## src/hdl/rsoq_pkg.sv

```systemverilog
// Shared types and constants for the rotational seek order queue.
// Used by the front, back and top-level modules; depends on nothing.
package rsoq_pkg;

  localparam int CFG_W = 16;

  typedef enum logic [1:0] {
    OP_INSERT = 2'd0,
    OP_REMOVE = 2'd1,
    OP_QUERY  = 2'd2,
    OP_SPARE  = 2'd3
  } op_t;

  typedef enum logic [1:0] {
    ERR_OK    = 2'd0,
    ERR_FULL  = 2'd1,
    ERR_EMPTY = 2'd2
  } err_t;

  typedef enum logic [1:0] {
    CFG_NUM_SECTORS = 2'd0,
    CFG_TIME_PER_SECTOR = 2'd1
  } cfg_idx_t;

  typedef enum logic [2:0] {
    ST_IDLE,
    ST_SCAN,
    ST_SHIFT,
    ST_HEAD,
    ST_MUL,
    ST_OUT
  } state_t;

  typedef enum logic [1:0] {
    CLS_INSERT,
    CLS_REMOVE,
    CLS_QUERY
  } cls_t;

endpackage

```

## src/hdl/rotational_seek_order_queue.sv

```systemverilog
// Top level of the rotational seek order queue.
// Instantiates rsoq_front and rsoq_back; depends on rsoq_pkg.
//
// The queue keeps up to QUEUE_DEPTH disk requests sorted by rotational
// distance from the current head sector, and answers every input word
// with one result word describing the head after the operation. A front
// stage accepts words into a two-word command queue, and the back stage
// takes a registered word from that queue when it is idle, working one
// command at a time. A remove or query passes through the head, multiply
// and output states. An insert into a queue that is not full scans from
// the head until it meets a larger distance, or reaches the tail, and then
// shifts the tail one slot per cycle before the head, multiply and output
// states. The result word holds in the output register until taken, while
// the front keeps accepting. The user must write configuration only while
// idle; the block itself does not enforce this.
module rotational_seek_order_queue #(
  parameter int QUEUE_DEPTH = 32,
  parameter int SECTOR_BITS = 16
) (
  input  logic        clk,
  input  logic        rst,
  input  logic        cfg_we,
  input  logic [0:0]  cfg_index,
  input  logic [15:0] cfg_data,
  input  logic        in_valid,
  output logic        in_stall,
  input  logic [1:0]  operation,
  input  logic [7:0]  process_id,
  input  logic [7:0]  request_id,
  input  logic        op_kind,
  input  logic [15:0] target_sector,
  output logic        out_valid,
  input  logic        out_stall,
  output logic [5:0]  queue_count,
  output logic        head_valid,
  output logic [7:0]  head_process_id,
  output logic [7:0]  head_request_id,
  output logic        head_op_kind,
  output logic [31:0] head_wait_time,
  output logic [1:0]  error_code
);
  import rsoq_pkg::*;

  localparam int CMD_W = 2 + 8 + 8 + 1 + SECTOR_BITS;
  localparam int CNT_W = $clog2(QUEUE_DEPTH + 1);

  logic [15:0] num_sectors;
  logic [15:0] time_per_sector;
  logic cmd_valid, cmd_pop;
  logic [CMD_W-1:0] cmd_data;
  logic [CNT_W-1:0] cnt;

  // Register writes; index 0 sets the sector count, any other the time per sector.
  always_ff @(posedge clk) begin
    if (rst) begin
      num_sectors <= 16'd1;
      time_per_sector <= 16'd1;
    end else if (cfg_we) begin
      if (cfg_index == 1'(CFG_NUM_SECTORS)) num_sectors <= cfg_data;
      else time_per_sector <= cfg_data;
    end
  end

  rsoq_front #(.SECTOR_BITS(SECTOR_BITS), .CMD_W(CMD_W)) u_front (
    .clk, .rst, .in_valid, .in_stall,
    .in_op(operation), .in_pid(process_id), .in_req(request_id),
    .in_kind(op_kind), .in_sector(target_sector),
    .cmd_valid, .cmd_pop, .cmd_data
  );

  rsoq_back #(.QUEUE_DEPTH(QUEUE_DEPTH), .SECTOR_BITS(SECTOR_BITS), .CMD_W(CMD_W)) u_back (
    .clk, .rst, .num_sectors, .time_per_sector,
    .cmd_valid, .cmd_pop, .cmd_data, .out_valid, .out_stall,
    .count_o(cnt), .head_valid_o(head_valid), .head_pid_o(head_process_id),
    .head_req_o(head_request_id), .head_kind_o(head_op_kind),
    .wait_o(head_wait_time), .err_o(error_code)
  );

  assign queue_count = 6'(cnt);
endmodule

```

## src/hdl/rsoq_front.sv

```systemverilog
// Front end: accepts input words, classifies the operation and pushes
// them into a two-entry command queue. Depends on rsoq_pkg.
module rsoq_front #(
  parameter int SECTOR_BITS = 16,
  parameter int CMD_W = 2 + 8 + 8 + 1 + 16
) (
  input  logic                   clk,
  input  logic                   rst,
  input  logic                   in_valid,
  output logic                   in_stall,
  input  logic [1:0]             in_op,
  input  logic [7:0]             in_pid,
  input  logic [7:0]             in_req,
  input  logic                   in_kind,
  input  logic [15:0]            in_sector,
  output logic                   cmd_valid,
  input  logic                   cmd_pop,
  output logic [CMD_W-1:0]       cmd_data
);
  import rsoq_pkg::*;

  logic [CMD_W-1:0] fifo [2];
  logic             wr_ptr;
  logic             rd_ptr;
  logic [1:0]       fill;
  logic [1:0]       cls;
  logic [SECTOR_BITS-1:0] sec;
  logic             push;

  always_comb begin
    case (in_op)
      OP_INSERT: cls = CLS_INSERT;
      OP_REMOVE: cls = CLS_REMOVE;
      default:   cls = CLS_QUERY;
    endcase
  end

  // Sector masked to the configured width.
  assign sec = SECTOR_BITS'(in_sector);
  assign in_stall = (fill == 2'd2);
  assign push = in_valid && !in_stall;
  assign cmd_valid = (fill != 2'd0);
  assign cmd_data = fifo[rd_ptr];

  always_ff @(posedge clk) begin
    if (push) begin
      fifo[wr_ptr] <= {cls, in_pid, in_req, in_kind, sec};
    end
    if (rst) begin
      wr_ptr <= 1'b0;
      rd_ptr <= 1'b0;
      fill <= 2'd0;
    end else begin
      if (push) wr_ptr <= ~wr_ptr;
      if (cmd_pop) rd_ptr <= ~rd_ptr;
      fill <= fill + 2'(push) - 2'(cmd_pop);
    end
  end
endmodule

```

## src/hdl/rsoq_back.sv

```systemverilog
// Back end: holds the ordered request slots, runs the distance scan and
// shift, and forms one result word per command. Depends on rsoq_pkg.
module rsoq_back #(
  parameter int QUEUE_DEPTH = 32,
  parameter int SECTOR_BITS = 16,
  parameter int CMD_W = 35,
  parameter int CNT_W = $clog2(QUEUE_DEPTH + 1)
) (
  input  logic             clk,
  input  logic             rst,
  input  logic [15:0]      num_sectors,
  input  logic [15:0]      time_per_sector,
  input  logic             cmd_valid,
  output logic             cmd_pop,
  input  logic [CMD_W-1:0] cmd_data,
  output logic             out_valid,
  input  logic             out_stall,
  output logic [CNT_W-1:0] count_o,
  output logic             head_valid_o,
  output logic [7:0]       head_pid_o,
  output logic [7:0]       head_req_o,
  output logic             head_kind_o,
  output logic [31:0]      wait_o,
  output logic [1:0]       err_o
);
  import rsoq_pkg::*;

  localparam int IDX_W = $clog2(QUEUE_DEPTH);
  localparam int SLOT_W = 17 + SECTOR_BITS;
  localparam int DW = SECTOR_BITS + 1;

  logic [SLOT_W-1:0] slots [QUEUE_DEPTH];
  logic [CNT_W-1:0]  count;
  logic [SECTOR_BITS-1:0] head_pos;
  state_t state, state_next;
  logic [CNT_W-1:0]  idx;
  logic [CNT_W-1:0]  pos;
  logic [SLOT_W-1:0] new_slot;
  logic [DW-1:0]     dnew;
  logic [DW-1:0]     dist_r;
  logic [1:0]        err;
  logic [SLOT_W-1:0] rd;
  logic              found;

  // Rotational distance from the head, raised to at least one.
  function automatic logic [DW-1:0] rot_dist(input logic [SECTOR_BITS-1:0] t,
                                             input logic [SECTOR_BITS-1:0] c,
                                             input logic [15:0] n);
    logic signed [DW+1:0] d;
    d = $signed({2'b00, t}) - $signed({2'b00, c});
    if (d <= 0) d = d + $signed((DW+2)'(n));
    if (d < 1) d = 1;
    return d[DW-1:0];
  endfunction

  assign rd = slots[idx[IDX_W-1:0]];
  assign found = rot_dist(rd[SECTOR_BITS-1:0], head_pos, num_sectors) > dnew;

  always_comb begin
    state_next = state;
    case (state)
      ST_IDLE:  if (cmd_valid) state_next = (cls_t'(cmd_data[CMD_W-1 -: 2]) == CLS_INSERT &&
                                          count != CNT_W'(QUEUE_DEPTH)) ? ST_SCAN : ST_HEAD;
      ST_SCAN:  if (idx >= count || found) state_next = ST_SHIFT;
      ST_SHIFT: if (idx <= pos) state_next = ST_HEAD;
      ST_HEAD:  state_next = ST_MUL;
      ST_MUL:   state_next = ST_OUT;
      ST_OUT:   if (!out_stall) state_next = ST_IDLE;
      default:  state_next = ST_IDLE;
    endcase
  end

  always_comb begin
    cmd_pop = (state == ST_IDLE) && cmd_valid;
    out_valid = (state == ST_OUT);
  end

  always_ff @(posedge clk) begin
    case (state)
      ST_IDLE: begin
        new_slot <= cmd_data[SLOT_W-1:0];
        dnew <= rot_dist(cmd_data[SECTOR_BITS-1:0], head_pos, num_sectors);
        idx <= '0;
        err <= ERR_OK;
        if (cmd_valid) begin
          if (cls_t'(cmd_data[CMD_W-1 -: 2]) == CLS_INSERT &&
              count == CNT_W'(QUEUE_DEPTH)) err <= ERR_FULL;
          if (cls_t'(cmd_data[CMD_W-1 -: 2]) == CLS_REMOVE) begin
            if (count == '0) err <= ERR_EMPTY;
            else begin
              head_pos <= slots[0][SECTOR_BITS-1:0];
              for (int i = 0; i < QUEUE_DEPTH - 1; i++) slots[i] <= slots[i+1];
              count <= count - 1'b1;
            end
          end
        end
      end
      ST_SCAN: begin
        if (idx >= count || found) begin
          pos <= idx;
          idx <= count;
        end else idx <= idx + 1'b1;
      end
      ST_SHIFT: begin
        if (idx <= pos) begin
          slots[pos[IDX_W-1:0]] <= new_slot;
          count <= count + 1'b1;
        end else begin
          slots[idx[IDX_W-1:0]] <= slots[idx[IDX_W-1:0] - 1'b1];
          idx <= idx - 1'b1;
        end
      end
      ST_HEAD: dist_r <= rot_dist(slots[0][SECTOR_BITS-1:0], head_pos, num_sectors);
      ST_MUL: begin
        count_o <= count;
        head_valid_o <= (count != '0);
        head_pid_o <= (count != '0) ? slots[0][SLOT_W-1 -: 8] : 8'd0;
        head_req_o <= (count != '0) ? slots[0][SLOT_W-9 -: 8] : 8'd0;
        head_kind_o <= (count != '0) ? slots[0][SECTOR_BITS] : 1'b0;
        wait_o <= (count != '0) ? 32'(32'(time_per_sector) * 32'(dist_r)) : 32'd0;
        err_o <= err;
      end
      default: ;
    endcase
    if (rst) begin
      state <= ST_IDLE;
      count <= '0;
      head_pos <= '0;
    end else state <= state_next;
  end
endmodule

```

## config.mk

```make
export PLATFORM = sky130hd
export DESIGN_NAME = rotational_seek_order_queue
export DESIGN_NICKNAME = d
export VERILOG_FILES = /design/src/hdl/rsoq_pkg.sv /design/src/hdl/rotational_seek_order_queue.sv /design/src/hdl/rsoq_front.sv /design/src/hdl/rsoq_back.sv
export SDC_FILE = /design/constraint.sdc
export NUM_CORES = 2
export LEC_CHECK = 0
export BUFFER_PORTS_ARGS = -buffer_cell sky130_fd_sc_hd__buf_2
export CORE_MARGIN = 4
export CORE_UTILIZATION = 60
export CTS_CLUSTER_SIZE = 40
export DETAILED_ROUTE_END_ITERATION = 16
export PLACE_DENSITY = 0.76
export SLEW_MARGIN = 15
export SYNTH_ARGS = -nofsm -noshare
export SYNTH_HDL_FRONTEND = slang
export SYNTH_HIERARCHICAL = 1
export SYNTH_SLANG_ARGS = --single-unit
```

## constraint.sdc

```tcl
create_clock -name clk -period 11 [get_ports clk]
set_input_delay 0.55 -clock clk [delete_from_list [all_inputs] [get_ports clk]]
set_output_delay 0.55 -clock clk [all_outputs]
set_load 0.03 [all_outputs]
```

### After elaboration in Yosys (flattened, before gate mapping)

Memories as Yosys holds them, arrays and structs flattened. A register that Yosys moved wholly into a read port is not among the register bits.
Cells that the tools add are included.

* bits of input ports: 57
* memories kept: 2
* output and inout bits: 60
* word-level logic and storage cells: 136
* flip-flop bits (word level): 200
* RAM bits: 1126

Memory list
* u_back.slots: words 32, width 33, read ports 34, clocked after memory_dff 1, write ports 31, line rsoq_back.sv:32 `logic [SLOT_W-1:0] slots [QUEUE_DEPTH];`
* u_front.fifo: words 2, width 35, read ports 1, clocked after memory_dff 1, write ports 1, line rsoq_front.sv:22 `logic [CMD_W-1:0] fifo [2];`

* reduce and logical (&&, ||, !) cells: 23
* bitwise logic cells: 4
* eq/ne operators: 17
* $add $sub $neg: 13
* $lt $le $gt $ge: 9
* mux-type cells: 46
* $mul: 1

Operator list (number)
* 19-bit two-way mux: 5
* 33-bit two-way mux: 2
* 33-bit OR reduction: 2
* 19-bit by 2-bit less-than comparator with 1-bit output (second input constant): 3
* 17-bit by 17-bit adder with 18-bit output: 3
* 17-bit by 1-bit less-or-equal comparator with 1-bit output (second input constant): 3
* 16-bit by 16-bit subtractor with 17-bit output: 3
* 6-bit two-way mux: 6
* 16-bit by 17-bit multiplier with 32-bit output: 1
* 1-bit two-way mux: 18
* 3-bit one-hot mux with 6 select lines: 1
* 6-bit one-hot mux with 3 select lines: 1
* 17-bit > comparator: 1
* 17-bit two-way mux: 1
* 5-bit two-way mux: 3
* 6-bit by 1-bit adder with 6-bit output (second input constant): 2
* 3-bit two-way mux: 4
* 6-bit one-hot mux with 2 select lines: 1
* 6-bit by 1-bit subtractor with 6-bit output (second input constant): 2
* 2-bit inequality test (second input constant): 4
* 2-bit AND reduction: 4
* 4-bit AND reduction: 2
* 3-bit by 2-bit equality test with 1-bit output (second input constant): 2
* 3-bit equality test (second input constant): 2
* 24 further kinds: 37

### Depth between registers and ports, before layout

* word-level depth: 10
* mapped depth: 36
* gate-level depth less buffers: 32

### Hierarchy

The synthesis kept the hierarchy.

Modules (own cells, without submodules)
* rsoq_back: cells each 5423, times used 1, area an instance 78181.2 µm²
* rsoq_front: cells each 137, times used 1, area an instance 2773.9 µm²
* rotational_seek_order_queue: cells each 125, times used 1, area an instance 1353.8 µm²

### Least setup slack after synthesis

OpenSTA, ideal clock, no wires.

* path type: register to register
* from: register with a tool-made name
* to: register u_back.pos[0] (enable)
* path buffers: 5
* setup slack: 2.558 ns
* data arrival time: 8.064 ns
* cell stages (with the launch flop): 31
* clock period less this slack: 8.442 ns
* cells stage by stage: dfxtp_1 -> clkbuf_1 -> clkbuf_1 -> clkbuf_1 -> mux4_2 -> mux4_2 -> mux2_2 -> ha_1 -> a21oi_1 -> o21ai_1 -> nor3_1 -> xor2_1 -> inv_1 -> ha_1 -> a21o_1 -> a21oi_1 -> o21a_1 -> o21ai_1 -> a31o_2 -> a21o_1 -> a211oi_1 -> clkbuf_1 -> nor2_1 -> ha_1 -> and4_1 -> nand4_1 -> and3_1 -> a211oi_1 -> a221o_1 -> clkbuf_1 -> nor3b_1

RTL lines
* end signal, assigned: line rsoq_back.sv:100 `pos <= idx;`
* end, declared: line rsoq_back.sv:37 `logic [CNT_W-1:0] pos;`

==> flow_summary_export.csv <==
group,metric,value,unit
yosys,yosys_warnings,6,
die,start_util,60.6,%
setup_path,cp.arrival,9.74,ns
clock_network,cts_tree,"built",
clock_network,clkTransAtPathRegs,0.06,ns
placed_design,pre_cts_slack,1.78,ns
cells_and_area,fin_nets,6210,
yosys,synth_compound_area_share,3.43,%
status,status,"finished clean",
power_and_ir_drop,power_density,265,nW/µm²
global_route,grt_pass1_vias,53700,
yosys,ys_top_cells_by_area,"edfxtp_1, mux2_2, mux4_2",
clock_network,cts.sinks,1332,
timing,whs,0.0674,ns
timing,tightestPinTransition,1.21,ns
yosys,avgSynthCellArea,14.5,µm²
timing,max_freq,107,MHz
cells_and_area,areaGrowthSynthToFinish,9.30,%
die,die_x,378,µm
cells_and_area,nFillCells,9487,
placed_design,routabilityCongestion,0.934,
clock_network,cts_made_buffers,148,
yosys,synth.cell_area,82300,µm²
clock_network,post_cts_buffers,0,
placed_design,dpl_cell_area,84900,µm²
yosys,synth_seq_cells,1332,
power_and_ir_drop,leakage,31.5,nW
power_and_ir_drop,ir_drop,0.391,mV
cells_and_area,fin_util,66.2,%
die,die-area,143000,µm²
yosys,synthArstFlopShare,0,%
route,vias_per_cell,7.00,
yosys,synth_nets,6192,
clock_network,clock_latency,0.79,ns
yosys,netlist.area_leader.share,46.2,%
timing,min_period,9.34,ns
setup_path,crit_type,"register to register",
global_route,track_usage,33.5,%
die,num_rows,135,
timing,slew_headroom,18.6,%
timing,setup_tns,0,ns
flow_run,max_cap_violations,0,
yosys,synthXorXnorAreaFrac,1.23,%
timing,finalSetupViolCount,0,
die,die_h,378,µm
route,drt_wl_total,239000,µm
timing,rsz0062_at_grt,"no",
yosys,synth_edf_count,1265,
yosys,synthMuxAreaShare,29.5,%
yosys,synth_top_family_by_area,"multiplexers",
setup_path,cp_slowest_cell,"dfxtp_4",
yosys,yosysTopAreaCell,"edfxtp_1",
yosys,netlist_instances,5685,
yosys,synthSimpleGateAreaFrac,5.62,%
cells_and_area,final_cells,7606,
setup_path,crit_fanout,54,
global_route,grt_overflow_total,0,
setup_path,cp.required,11.40,ns
placed_design,dp_hpwl,149000,µm
yosys,synth_cell_type_count,88,
yosys,yosysMostFrequentCell,"edfxtp_1",
setup_path,cp-end-kind,"register",
timing,hold_viol,0,
route,route.vias.total,53200,
clock_network,ctsHtreeMaxLevel,4,
timing,slew_violations,0,
route,first_pass_iters,5,
clock_network,clockBufferDepth,3,
cells_and_area,drive_gt1_share,36.6,%
yosys,seq_area_frac_synth,47.8,%
die,io_pins,117,
cells_and_area,final_area,90000,µm²
global_route,grt_max_degree,89,
hold_path,min_from,"cfg_data[0]",
placed_design,dp.cells,7300,
clock_network,cts_resized,0,
yosys,ys_top_cells_by_count,"edfxtp_1, mux2_2, mux4_2, inv_1, clkbuf_1",
placed_design,io_buffer_count,116,
timing,fin_crit_sh,84.9,%
yosys,synthFlopType,"edfxtp_1",
route,post_drt_wl_per_cell,31.4,µm
setup_path,start_kind,"register",
clock_network,cts_hold_buf,34,
route,drt_first_iter_violations,6435,
route,drc_errors,0,
hold_path,hp-class,"primary input to register",
yosys,synthAdderAreaFrac,8.79,%
global_route,antenna_found_initial,1,
power_and_ir_drop,p_total,23.8,mW
global_route,grt_pass1_wl,353000,µm
route,ant_nets,0,
timing,setup_ws,1.66,ns
clock_network,clock_tree.root_cell,"clkbuf_16",
die,coreArea,136000,µm²
setup_path,slowest_delay,0.98,ns
timing,skew,0.0370,ns
==> cell usage in the layout, fill, tap and decap left out, drive strengths merged, types with 144 or more instances in the layout <==
master | netlist | routed
clkbuf | 308 | 190
fa | 214 | 214
nor2 | 199 | 199
mux4 | 490 | 490
ha | 236 | 236
mux2 | 1080 | 1080
nand2 | 246 | 246
a21oi | 154 | 154
and2 | 144 | 144
buf | 111 | 253
inv | 336 | 343
edfxtp | 1265 | 1265
==> cell families (layout without fill, tap and decap cells) <==
family,count (synthesis),after routing
adders and majority gates,450,450
AOI/OAI and AO/OA,433,433
muxes,1680,1680
xor gates and xnor gates,116,116
buffers and inverters,755,892
and+or+nand+nor,919,919
other,0,3
DFF,1332,1332
==> layout make-up <==
class                      instances  area, µm²  area share (%)
multi-input combinational       3598      40400            44.9
sequential                      1332      39300            43.7
clock buffer                     190       3950            4.38
tap                             1781       2230            2.48
timing repair buffer             287       2050            2.28
inverter                         336       1260            1.40
clock inverter                    79        751           0.834
antenna                            3       7.51         0.00834
==> state kept, by name, summed over array words and instances (netlist names), 2 cells and up, named ones only <==
signal	cells
num_sectors	16
time_per_sector	16
u_back/count	6
u_back/count_o	6
u_back/dist_r	17
u_back/dnew	17
u_back/err	2
u_back/err_o	2
u_back/head_pid_o	8
u_back/head_pos	16
u_back/head_req_o	8
u_back/idx	6
u_back/new_slot	33
u_back/pos	6
u_back/slots	1056
u_back/state	3
u_back/wait_o	32
u_front/fifo	70
u_front/fill	2
==> critical path: cells and delay by family (launching register included) <==
family / cells / cell delay [ns]
buffers and inverters: 2 / 0.42
and+or+nand+nor: 12 / 3.33
DFF: 1 / 0.98
xor gates and xnor gates: 1 / 0.11
muxes: 3 / 1.28
adders and majority gates: 4 / 1.24
AOI/OAI and AO/OA: 8 / 1.47
==> power by group <==
group          leakage [nW]  internal, mW  switching, mW  total (mW)
logic                  17.2          4.83           6.99        11.8
registers              12.1          6.61          0.571        7.18
clock network          2.25          2.69           2.16        4.84
total                  31.5          14.1           9.72        23.8
==> final timing paths <==
path / end / slack [ns] / cells after the start
worst min-delay path: time_per_sector[0] / 0.07 / 3
worst max register to register: u_back/pos[5] / 1.66 / 30
worst min register to register: u_back/err_o[1] / 0.42 / 0
worst max-delay path: u_back/pos[5] / 1.66 / 30
==> per-layer routing <==
metal	vias up	track usage, %	part of all wire (%)	wire, µm
met5	-	0	0	0
met4	0	15.5	5.4	13000
met3	587	7.54	11	25200
met2	3411	52.4	46	110000
met1	27500	45.3	38	90400
li1	21700	-	-	-
No activity file was read; power rests on OpenSTA's default activity.
